<file path="src/occg_pkg.sv">
// Shared constants, codes and control types of the occupancy grid inflation block.
`default_nettype none
package occg_pkg;

  localparam int MAX_COLS        = 64;
  localparam int MAX_ROWS        = 64;
  localparam int MAX_CELL_RADIUS = 8;
  localparam int SAFETY_MARGIN   = 48;

  localparam int CI_W   = $clog2(MAX_COLS);
  localparam int RI_W   = $clog2(MAX_ROWS);
  localparam int ADDR_W = CI_W + RI_W;
  localparam int DEPTH  = MAX_COLS * MAX_ROWS;
  localparam int GC_W   = $clog2(MAX_COLS + 1);
  localparam int GR_W   = $clog2(MAX_ROWS + 1);
  localparam int RAD_W  = $clog2(MAX_CELL_RADIUS + 1);
  // Signed cell index, holds a window that hangs over the grid edge.
  localparam int SW     = 10;
  // Accumulators of the repeated-addition quotient loops.
  localparam int ACC_W  = 20;
  // Doubled world coordinates of cell centres and distances.
  localparam int CW     = 26;
  localparam int CNT_W  = 13;

  typedef enum logic [2:0] {
    CMD_CLEAR  = 3'd0,
    CMD_WALLS  = 3'd1,
    CMD_HIT    = 3'd2,
    CMD_CIRCLE = 3'd3,
    CMD_RECT   = 3'd4,
    CMD_QUERY  = 3'd5
  } cmd_e;

  typedef enum logic [2:0] {
    CFG_CELL_SIZE    = 3'd0,
    CFG_ARENA_X      = 3'd1,
    CFG_ARENA_Y      = 3'd2,
    CFG_ARENA_WIDTH  = 3'd3,
    CFG_ARENA_HEIGHT = 3'd4,
    CFG_ROBOT_RADIUS = 3'd5,
    CFG_MAX_RANGE    = 3'd6
  } cfg_idx_e;

  typedef enum logic [3:0] {
    ST_IDLE,
    ST_SIZE,
    ST_CLEAR,
    ST_HINIT,
    ST_HDIV,
    ST_LIM,
    ST_C0,
    ST_C1,
    ST_C2,
    ST_C3,
    ST_QRD,
    ST_QCAP,
    ST_DONE
  } state_t;

  typedef struct packed {
    logic take;
    logic size_init;
    logic size_run;
    logic grid_load;
    logic clr_init;
    logic clr_run;
    logic hit_init;
    logic hit_run;
    logic set_hit;
    logic lim_load;
    logic c0;
    logic c1;
    logic c2;
    logic c3;
    logic q_read;
    logic q_cap;
    logic res_load;
  } dp_ctl_t;

  typedef struct packed {
    logic [2:0] cmd;
    logic       size_done;
    logic       size_diff;
    logic       clr_done;
    logic       range_ok;
    logic       hit_done;
    logic       hit_in;
    logic       grid_empty;
    logic       cell_last;
    logic       out_free;
  } dp_sts_t;

endpackage
`default_nettype wire

</file>
<file path="src/occg_ctrl.sv">
// Controller state machine that sequences sizing, clearing, marking and queries.
`default_nettype none
module occg_ctrl import occg_pkg::*; (
  input  wire logic       clk,
  input  wire logic       rst,
  input  wire logic       in_valid,
  output logic            in_ready,
  input  wire logic [2:0] command,
  input  wire dp_sts_t    sts,
  output dp_ctl_t         ctl
);

  state_t state, state_next;
  state_t post_state;
  logic   boot;
  logic   need_clear;

  // After reset the grid is sized and swept once before any transaction.
  always_ff @(posedge clk) begin
    if (rst) begin
      state <= ST_SIZE;
      boot  <= 1'b1;
    end else begin
      state <= state_next;
      if (state == ST_CLEAR && sts.clr_done) begin
        boot <= 1'b0;
      end
    end
  end

  assign need_clear = boot || (sts.cmd == CMD_CLEAR) || (sts.cmd == CMD_WALLS) ||
                      sts.size_diff;

  always_comb begin
    post_state = ST_DONE;
    if (boot) begin
      post_state = ST_IDLE;
    end else begin
      case (sts.cmd)
        CMD_WALLS, CMD_CIRCLE, CMD_RECT: post_state = ST_LIM;
        CMD_HIT:   post_state = sts.range_ok ? ST_HINIT : ST_DONE;
        default:   post_state = ST_DONE;
      endcase
    end
  end

  always_comb begin
    state_next = state;
    unique case (state)
      ST_IDLE: begin
        if (in_valid) begin
          if (command == CMD_QUERY) begin
            state_next = ST_QRD;
          end else if (command <= CMD_RECT) begin
            state_next = ST_SIZE;
          end else begin
            state_next = ST_DONE;
          end
        end
      end
      ST_SIZE: begin
        if (sts.size_done) begin
          state_next = need_clear ? ST_CLEAR : post_state;
        end
      end
      ST_CLEAR: begin
        if (sts.clr_done) begin
          state_next = post_state;
        end
      end
      ST_HINIT: state_next = ST_HDIV;
      ST_HDIV: begin
        if (sts.hit_done) begin
          state_next = sts.hit_in ? ST_LIM : ST_DONE;
        end
      end
      ST_LIM: begin
        state_next = (sts.cmd != CMD_HIT && sts.grid_empty) ? ST_DONE : ST_C0;
      end
      ST_C0:   state_next = ST_C1;
      ST_C1:   state_next = ST_C2;
      ST_C2:   state_next = ST_C3;
      ST_C3:   state_next = sts.cell_last ? ST_DONE : ST_C0;
      ST_QRD:  state_next = ST_QCAP;
      ST_QCAP: state_next = ST_DONE;
      ST_DONE: begin
        if (sts.out_free) begin
          state_next = ST_IDLE;
        end
      end
      default: state_next = ST_IDLE;
    endcase
  end

  always_comb begin
    ctl      = '0;
    in_ready = 1'b0;
    unique case (state)
      ST_IDLE: begin
        in_ready      = 1'b1;
        ctl.take      = in_valid;
        ctl.size_init = in_valid;
      end
      ST_SIZE: begin
        ctl.size_run = 1'b1;
        if (sts.size_done && need_clear) begin
          ctl.grid_load = 1'b1;
          ctl.clr_init  = 1'b1;
        end
      end
      ST_CLEAR: ctl.clr_run  = 1'b1;
      ST_HINIT: ctl.hit_init = 1'b1;
      ST_HDIV: begin
        ctl.hit_run = 1'b1;
        ctl.set_hit = sts.hit_done && sts.hit_in;
      end
      ST_LIM:  ctl.lim_load = 1'b1;
      ST_C0:   ctl.c0 = 1'b1;
      ST_C1:   ctl.c1 = 1'b1;
      ST_C2:   ctl.c2 = 1'b1;
      ST_C3:   ctl.c3 = 1'b1;
      ST_QRD:  ctl.q_read = 1'b1;
      ST_QCAP: ctl.q_cap = 1'b1;
      ST_DONE: ctl.res_load = sts.out_free;
      default: ;
    endcase
  end

  a_c3_follows: assert property (@(posedge clk) disable iff (rst)
    (state == ST_C3) |=> (state == ST_C0 || state == ST_DONE))
    else $error("cell step did not advance");

  a_take_idle: assert property (@(posedge clk) disable iff (rst)
    ctl.take |=> (state != ST_IDLE))
    else $error("transaction taken without leaving idle");

  a_one_mem_use: assert property (@(posedge clk) disable iff (rst)
    $onehot0({ctl.clr_run, ctl.q_read, ctl.c3}))
    else $error("two users of the grid memory at once");

endmodule
`default_nettype wire

</file>
<file path="config.mk">
export PLATFORM = sky130hd
export DESIGN_NAME = occg_ctrl
export DESIGN_NICKNAME = d
export VERILOG_FILES = /design/src/occg_pkg.sv /design/src/occg_ctrl.sv
export SDC_FILE = /design/constraint.sdc
export NUM_CORES = 1
export LEC_CHECK = 0
export ABC_AREA = 1
export BUFFER_PORTS_ARGS = -buffer_cell sky130_fd_sc_hd__buf_2
export CORE_UTILIZATION = 42
export CTS_BUF_LIST = sky130_fd_sc_hd__clkbuf_8 sky130_fd_sc_hd__clkbuf_16
export CTS_CLUSTER_DIAMETER = 30
export DETAILED_ROUTE_END_ITERATION = 6
export PLACE_DENSITY = 0.77
export SLEW_MARGIN = 20
export SYNTH_ARGS = -nofsm -noshare
export SYNTH_HDL_FRONTEND = slang
export SYNTH_SLANG_ARGS = --single-unit
</file>
<file path="constraint.sdc">
create_clock -name clk -period 1.4 [get_ports clk]
set_clock_uncertainty 0.1 [all_clocks]
set_input_delay 0.28 -clock clk [delete_from_list [all_inputs] [get_ports clk]]
set_output_delay 0.28 -clock clk [all_outputs]
set_load 0.1 [all_outputs]
</file>
==> impl_metrics.yaml, run 1 <==
floorplan:
  io-pin-count: 36
  fp.dieH_um: 40.5
  chipWidth_um: 40.5
  initial_core_util_pct: 46.6
  placementRows: 13
synthesis:
  post_synth_main_area_contributors: "sky130_fd_sc_hd__nand2_1 (19%), sky130_fd_sc_hd__dfxtp_1 (16%), sky130_fd_sc_hd__nor2_1 (13%)"
  synth-seq-cells: 5
  yosysTopAreaCell: "sky130_fd_sc_hd__nand2_1"
  area_share_of_the_largest_cell_type_after_synthesis_pct: 18.7
  syn-cell-area_um2: 622
  syn-num-nets: 136
  sequential_area_share_after_synthesis_pct: 16.1
  count_of_distinct_cell_types_in_the_synthesized_netlist: 20
  syn_inst: 118
  synthesis.yosys.warnings: 0
  synth.avg_cell_area_um2: 5.27
status:
  error: "[ERROR DPL-0038] Utilization greater than 100%, impossible to legalize"
  status: "stopped before the end"
  last-stage-reached: "detailed placement (3_5_place_dp)"
placed_design:
  gpl.final_weighted_congestion: 0.870
  io_buffers: 35
==> synthesized netlist by cell type <==
cell type	count
sky130_fd_sc_hd__nand2_1	31
sky130_fd_sc_hd__nor2_1	22
sky130_fd_sc_hd__inv_1	16
sky130_fd_sc_hd__a21oi_1	7
sky130_fd_sc_hd__nand2_2	7
sky130_fd_sc_hd__dfxtp_1	5
sky130_fd_sc_hd__nand3_1	5
sky130_fd_sc_hd__o21ai_0	5
sky130_fd_sc_hd__inv_2	4
sky130_fd_sc_hd__nor2_2	3
sky130_fd_sc_hd__buf_4	2
sky130_fd_sc_hd__nand4_1	2
sky130_fd_sc_hd__nor4_1	2
sky130_fd_sc_hd__and2_1	1
sky130_fd_sc_hd__nand3b_1	1
sky130_fd_sc_hd__nor2_4	1
sky130_fd_sc_hd__nor3_4	1
sky130_fd_sc_hd__o21a_1	1
sky130_fd_sc_hd__o21ai_1	1
sky130_fd_sc_hd__o22ai_1	1
==> cell families after synthesis <==
family                 Yosys count  share of synthesized area (%)
buffers and inverters           22                           14.5
DFF                              5                           16.1
AOI/OAI and AO/OA               15                           12.7
and+or+nand+nor                 76                           56.7
==> through the flow <==
step	hold slack, ns	setup WS (ns)	cells
global placement	0.354	-0.196	182
floorplan	0.242	-0.944	118
==> run 2, diff against run 1 <==
--- a/config.mk
+++ b/config.mk
@@ -7,11 +7,10 @@
 export LEC_CHECK = 0
 export ABC_AREA = 1
 export BUFFER_PORTS_ARGS = -buffer_cell sky130_fd_sc_hd__buf_2
-export CORE_UTILIZATION = 42
-export CTS_BUF_LIST = sky130_fd_sc_hd__clkbuf_8 sky130_fd_sc_hd__clkbuf_16
-export CTS_CLUSTER_DIAMETER = 30
+export CORE_AREA = 2 2 63 65
 export DETAILED_ROUTE_END_ITERATION = 6
-export PLACE_DENSITY = 0.77
+export DIE_AREA = 0 0 65 67
+export PLACE_DENSITY_LB_ADDON = 0.15
 export SLEW_MARGIN = 20
 export SYNTH_ARGS = -nofsm -noshare
 export SYNTH_HDL_FRONTEND = slang
==> run 2 against run 1 <==
  * Synthesized area unchanged
  * The flow now finishes, with violations (negative setup slack)
  * Synthesized cell count stayed put
==> impl_metrics.yaml, run 2 <==
detailed_routing:
  post_drt_wl_per_cell_um: 9.86
  drc: 0
  initialDrtViolationCount: 15
  wirelength_um: 2260
  via_count: 953
  drt_pre_antenna_iters: 4
  drt-vias-per-instance: 4.16
  drt.antenna.violating_nets: 0
setup_path:
  cp-startpoint: "state[1]$_SDFFE_PP0P_"
  rr_endpoint: "state[3]$_SDFFE_PP0P_"
  startpoint_of_the_most_critical_register_to_register_path: "state[2]$_SDFFE_PP0P_"
  worst-endpoint-required_ns: 1.02
  maximum_fanout_encountered_on_the_critical_timing_path: 3
  crit_type: "reg -> out"
  end_kind: "output port"
  reg2regPathDepth: 10
  worstPathArrival_ns: 1.29
  reg2reg_setup_slack_ns: -0.12
  worst_setup_path_start_kind: "register"
  endpoint: "ctl[12]"
synthesis:
  yosys_most_used_dff: "sky130_fd_sc_hd__dfxtp_1"
  syn_inst: 118
  async_reset_ff_share_pct: 0
  synth-seq-cells: 5
  syn-num-nets: 136
  synth.avg_cell_area_um2: 5.27
  synthesis.yosys.warnings: 0
  synth_top_cells_by_count: "sky130_fd_sc_hd__nand2_1 (31), sky130_fd_sc_hd__nor2_1 (22), sky130_fd_sc_hd__inv_1 (16)"
  yosysTopAreaCell: "sky130_fd_sc_hd__nand2_1"
  area_share_of_the_largest_cell_type_after_synthesis_pct: 18.7
  post-synth-top-count-cell: "sky130_fd_sc_hd__nand2_1"
  count_of_distinct_cell_types_in_the_synthesized_netlist: 20
  sequential_area_share_after_synthesis_pct: 16.1
  syn-cell-area_um2: 622
  post_synth_main_area_contributors: "sky130_fd_sc_hd__nand2_1 (19%), sky130_fd_sc_hd__dfxtp_1 (16%), sky130_fd_sc_hd__nor2_1 (13%)"
  synth_enable_flop_cells: 0
floorplan:
  fp.dieH_um: 67
  design.die.area_um2: 4360
  chipWidth_um: 65
  placementRows: 22
  design.core.area_um2: 3610
  initial_core_util_pct: 17.2
  io-pin-count: 36
timing:
  hold_viol_final: 0
  setup_repair_after_global_routing_missed_its_margin: "yes"
  final_critical_path_setup_slack_ns: -0.273
  setup_violators_final: 22
  timing.final.crit_share_pct: 119
  finalCriticalPeriod_ns: 1.67
  max-slew-margin-rel_pct: 80.9
  worst-slew-pin-transition_ns: 0.284
  setup_tns_ns: -3.82
  report.final.slew_viol_count: 0
  fin_hold_ws_ns: 0.158
  fmaxAchievable_mhz: 598
layout:
  layout-drive-gt1-share_pct: 63.0
  multi_input_area_um2: 649
  top_register_by_number_of_flip_flops: "state"
  layout.nets: 200
  area_delta_synth_final_pct: 164
  antenna-diode-count: 0
  fill_cells: 359
  stdcell_count: 229
  regArea_um2: 116
  largest_registers: "state (4), boot (1)"
  layout.cells.most_common: "sky130_fd_sc_hd__nand2_1"
  most-common-layout-cells: "sky130_fd_sc_hd__nand2_1 (25), sky130_fd_sc_hd__buf_4 (20), sky130_fd_sc_hd__buf_12 (19)"
  largest_register_ffs: 4
status:
  status: "complete, but fails checks"
  violated_checks: "negative setup slack"
power:
  fraction_of_power_spent_switching_nets_pct: 55.5
  power_density_nw_per_um2: 2280
  cellInternalPower_mw: 1.67
  fin_total_pwr_mw: 3.74
  power.sequential.fraction_pct: 8.2
  max-vdd-ir-drop_mv: 0.912
  power_frac_clock_pct: 7.2
  static_leakage_power_nw: 0.745
  power.share.combinational_pct: 84.6
  power.net_switching_mw: 2.08
placed_design:
  hpwl_um: 1960
  gpl.final_weighted_congestion: 0.798
  numPlacedInstances: 217
  io_buffers: 35
global_route:
  grt_overflow: 0
  grt_usage_pct: 11.5
  grt_pass1_vias: 930
  antenna_found_initial: 0
  pin_count_of_the_biggest_net_entering_global_routing: 9
  grt_pass1_wl_um: 3930
clock_network:
  clock_insertion_delay_worst_skew_ns: 0.22
  clkTransAtPathRegs_ns: 0.03
  cts-root-buf: "sky130_fd_sc_hd__clkbuf_8"
  clock_tree_from_tritoncts: "built"
  holdBufCountCts: 0
  htree_num_levels: 1
  cts-buffers-inserted: 3
  clock_tree.buffer_depth: 2
  cts.sinks: 5
worst_hold_path:
  min_path_type: "in -> reg"
  hold_path_depth: 2
flow_run:
  max_cap_violations: 0
run 2: cell counts after synthesis:
Identical to the previous run, type by type.
run 2: worst max-delay path: stages, from the launching register on:
cell and delay (ns):
sky130_fd_sc_hd__dfxtp_4 0.35, sky130_fd_sc_hd__inv_4 0.06, sky130_fd_sc_hd__nand2_4 0.07, sky130_fd_sc_hd__nor4_4 0.24, sky130_fd_sc_hd__buf_4 0.17, sky130_fd_sc_hd__buf_12 0.17
run 2: power by group through the flow:
| stage | Clock [mW] | Sequential [mW] | Combinational, mW |
|---|---|---|---|
| global placement | 0 | 0.257 | 2.79 |
| CTS | 0.275 | 0.296 | 3.06 |
| detailed placement | 0 | 0.260 | 2.81 |
| floorplan | 0 | 0.268 | 1.84 |
| finish | 0.270 | 0.306 | 3.17 |
| global route | 0.281 | 0.315 | 3.36 |
run 2: kinds of logic (layout without fill, tap and decap cells):
| kind of cell | Yosys count | after routing | synth area share, % |
|---|---|---|---|
| simple gates | 76 | 76 | 56.7 |
| buf+inv | 22 | 85 | 14.5 |
| flops | 5 | 5 | 16.1 |
| compound gates | 15 | 15 | 12.7 |
run 2: layout make-up:
type | instances | share of cell area, %
timing repair buffer | 61 | 40.9
clock buffer | 4 | 2.74
tap | 48 | 3.66
inverter | 20 | 6.02
sequential | 5 | 7.09
multi-input combinational | 91 | 39.6
run 2: timing repair:
| action | CTS | global route |
|---|---|---|
| buffers inserted | 6 | 3 |
| gates resized for setup | 22 | 12 |
| setup endpoints to repair | 22 | 23 |
| pin swaps | 10 | 9 |
run 2: how the worst min path moves through the flow:
stage                 startpoint                     to
6_report                     rst  state[3]$_SDFFE_PP0P_
3_3_place_gp   boot$_SDFFE_PP1P_      boot$_SDFFE_PP1P_
2_1_floorplan                rst  state[1]$_SDFFE_PP0P_
5_1_grt                      rst  state[3]$_SDFFE_PP0P_
3_5_place_dp   boot$_SDFFE_PP1P_      boot$_SDFFE_PP1P_
4_1_cts                      rst  state[2]$_SDFFE_PP0P_
run 2: stage by stage:
step	cell area [µm²]	setup slack (ns)	utilization, %
2_1_floorplan	797	-0.944	-
3_3_place_gp	1420	-0.165	39.3
3_5_place_dp	1420	-0.166	39.3
4_1_cts	1580	-0.274	43.8
5_1_grt	1640	-0.310	45.5
6_report	1640	-0.273	45.5
run 2: metal layers:
metal	vias to the layer above	routed length, µm	track usage [%]
met2	21	1170	21.6
met3	5	118	1.69
li1	497	-	-
met1	430	930	12.6
met5	-	0	0
met4	0	38	5.59
Power figures use the tool's default switching activity.
==> run 3, diff against run 2 <==
--- a/config.mk
+++ b/config.mk
@@ -7,9 +7,12 @@
 export LEC_CHECK = 0
 export ABC_AREA = 1
 export BUFFER_PORTS_ARGS = -buffer_cell sky130_fd_sc_hd__buf_2
+export CELL_PAD_IN_SITES_DETAIL_PLACEMENT = 0
+export CELL_PAD_IN_SITES_GLOBAL_PLACEMENT = 1
 export CORE_AREA = 2 2 63 65
 export DETAILED_ROUTE_END_ITERATION = 6
 export DIE_AREA = 0 0 65 67
+export MAX_ROUTING_LAYER = met4
 export PLACE_DENSITY_LB_ADDON = 0.15
 export SLEW_MARGIN = 20
 export SYNTH_ARGS = -nofsm -noshare
==> run 3 against run 2 <==
  * The flow still finishes with violations (negative setup slack)
  * Die area is the same
  * Worst setup slack got worse by 0.0049 ns
  * Non-clock buffer count increased by 6
==> impl_metrics.yaml, run 3 (synthesis gave the netlist of run 2 again) <==
status:
  status: "complete, but fails checks"
  violated_checks: "negative setup slack"
layout:
  antenna-diode-count: 0
  fill_cells: 352
  largest_register_ffs: 4
  area_delta_synth_final_pct: 182
  utilization_pct: 48.7
  layout.cells.most_common: "sky130_fd_sc_hd__nand2_1"
  stdcell_count: 235
  layout-drive-gt1-share_pct: 63.6
  largest_registers: "state (4), boot (1)"
  most-common-layout-cells: "sky130_fd_sc_hd__nand2_1 (25), sky130_fd_sc_hd__buf_12 (20), sky130_fd_sc_hd__buf_2 (17)"
  layout.nets: 206
  multi_input_area_um2: 667
  regArea_um2: 116
  top_register_by_number_of_flip_flops: "state"
timing:
  setup_repair_after_global_routing_missed_its_margin: "yes"
  report.final.slew_viol_count: 0
  finalCriticalPeriod_ns: 1.68
  max-slew-margin-rel_pct: 79.9
  timing.final.crit_share_pct: 120
  setup_violators_final: 22
  fmaxAchievable_mhz: 596
  worst-slew-pin-transition_ns: 0.300
  final_critical_path_setup_slack_ns: -0.278
  hold_viol_final: 0
floorplan:
  chipWidth_um: 65
  design.die.area_um2: 4360
  io-pin-count: 36
  placementRows: 22
  fp.dieH_um: 67
  initial_core_util_pct: 17.2
  design.core.area_um2: 3610
clock_network:
  cts-root-buf: "sky130_fd_sc_hd__clkbuf_8"
  clock_insertion_delay_worst_skew_ns: 0.22
  clock_tree.buffer_depth: 2
  clock_tree_from_tritoncts: "built"
  holdBufCountCts: 0
  cts-buffers-inserted: 3
  cts.sinks: 5
  clkTransAtPathRegs_ns: 0.04
  htree_num_levels: 1
placed_design:
  io_buffers: 35
  numPlacedInstances: 218
  hpwl_um: 1970
  gpl.final_weighted_congestion: 0.717
global_route:
  grt_most_used_layer: "met2"
  grt_pass1_wl_um: 3910
  antenna_found_initial: 0
  grt_overflow: 0
  grt_pass1_vias: 934
  globalRouteMet1Util_pct: 13.2
  pin_count_of_the_biggest_net_entering_global_routing: 9
  met2_usage_pct: 22.2
  grt_usage_pct: 11.9
  grt_use_met3_pct: 0.845
power:
  static_leakage_power_nw: 0.799
  fraction_of_power_spent_switching_nets_pct: 54.3
  cellInternalPower_mw: 1.83
  max-vdd-ir-drop_mv: 1.35
  power.net_switching_mw: 2.17
  power.share.combinational_pct: 85.8
  power_frac_clock_pct: 6.6
  power.sequential.fraction_pct: 7.6
  power_density_nw_per_um2: 2280
detailed_routing:
  wirelength_um: 2500
  drt_pre_antenna_iters: 4
  initialDrtViolationCount: 25
  drc: 0
  via_count: 953
  post_drt_wl_per_cell_um: 10.6
  drt.antenna.violating_nets: 0
  drt-vias-per-instance: 4.06
setup_path:
  startpoint_of_the_most_critical_register_to_register_path: "state[2]$_SDFFE_PP0P_"
  worst-endpoint-required_ns: 1.02
  end_kind: "output port"
  critPathMaxStageDelay_ns: 0.34
  cp-startpoint: "boot$_SDFFE_PP1P_"
  critPathBufInv: 2
  slowest_stage_cell_cp: "sky130_fd_sc_hd__dfxtp_2"
  maximum_fanout_encountered_on_the_critical_timing_path: 2
  critPathTopFamily: "buffers and inverters"
  worst_setup_path_start_kind: "register"
  crit_type: "reg -> out"
  worstPathArrival_ns: 1.30
  crit_chain: "nor2_2, o21a_4, nor4_4, buf_4, buf_12"
worst_hold_path:
  min_from: "rst"
  min_path_type: "in -> reg"
flow_run:
  max_cap_violations: 0
==> run 3: cell types whose count changed in the layout (fill, tap and decap cells not counted) <==
cell	change
sky130_fd_sc_hd__nand2_8	+2
sky130_fd_sc_hd__nand2_4	-1
sky130_fd_sc_hd__buf_4	-6
sky130_fd_sc_hd__buf_6	+11
sky130_fd_sc_hd__nand2_2	-1
sky130_fd_sc_hd__buf_12	+1
sky130_fd_sc_hd__inv_4	-1
sky130_fd_sc_hd__nand3_2	-1
sky130_fd_sc_hd__inv_2	+1
sky130_fd_sc_hd__nand3_1	+1
==> run 3: final timing paths <==
| check | slack [ns] | cells after the start | end |
|---|---|---|---|
| worst max-delay path | -0.28 | 5 | ctl[12] |
| worst min-delay path | 0.17 | 2 | state[3]$_SDFFE_PP0P_ |
| worst max register to register | -0.12 | 10 | state[1]$_SDFFE_PP0P_ |
| worst min register to register | 0.47 | 3 | boot$_SDFFE_PP1P_ |
==> run 3: routing by layer <==
metal / vias to the layer above / share of wire, %
met5: - / 0
met2: 19 / 55
li1: 504 / -
met3: 0 / 4.1
met4: 0 / 0
met1: 430 / 41
==> run 3: per-stage QoR <==
| stage | worst slack [ns] | setup TNS, ns | instance area (µm²) | hold WS [ns] | power, mW |
|---|---|---|---|---|---|
| 2_1_floorplan | -0.944 | -5.61 | 797 | 0.242 | 2.11 |
| 3_3_place_gp | -0.174 | -0.735 | 1410 | 0.388 | 3.03 |
| 6_report | -0.278 | -4.05 | 1760 | 0.169 | 4.00 |
| 3_5_place_dp | -0.171 | -0.845 | 1410 | 0.394 | 3.04 |
| 5_1_grt | -0.315 | -5.25 | 1760 | 0.171 | 4.20 |
| 4_1_cts | -0.277 | -3.96 | 1620 | 0.162 | 3.68 |
==> run 3: what timing repair did <==
| action | in CTS | in global routing |
|---|---|---|
| resized for setup | 25 | 22 |
| pin swaps | 13 | 17 |
| buffers inserted | 9 | 7 |
| cloned | 0 | 0 |
| endpoints found under the setup margin | 22 | 23 |
==> run 3: area by class of cell <==
cell class                 instances  area share [%]
timing repair buffer              67            43.9
multi-input combinational         91            38.0
sequential                         5            6.63
inverter                          20            5.49
tap                               48            3.42
clock buffer                       4            2.57
==> run 3: worst reg2reg max path: stages, from the launching register on <==
cell and delay (ns):
sky130_fd_sc_hd__dfxtp_4 0.40, sky130_fd_sc_hd__inv_8 0.06, sky130_fd_sc_hd__nand2_8 0.09, sky130_fd_sc_hd__buf_6 0.10, sky130_fd_sc_hd__nor2_4 0.04, sky130_fd_sc_hd__buf_6 0.11
sky130_fd_sc_hd__nand2_4 0.07, sky130_fd_sc_hd__nand2_4 0.05, sky130_fd_sc_hd__nor3_4 0.21, sky130_fd_sc_hd__nand2_1 0.08, sky130_fd_sc_hd__a21oi_1 0.13
==> run 3: power groups by stage <==
stage               clock (mW)  sequential [mW]  combinational (mW)
finish                   0.264            0.303                3.43
global route             0.292            0.311                3.59
CTS                      0.267            0.292                3.12
detailed placement           0            0.260                2.78
global placement             0            0.256                2.77
floorplan                    0            0.268                1.84
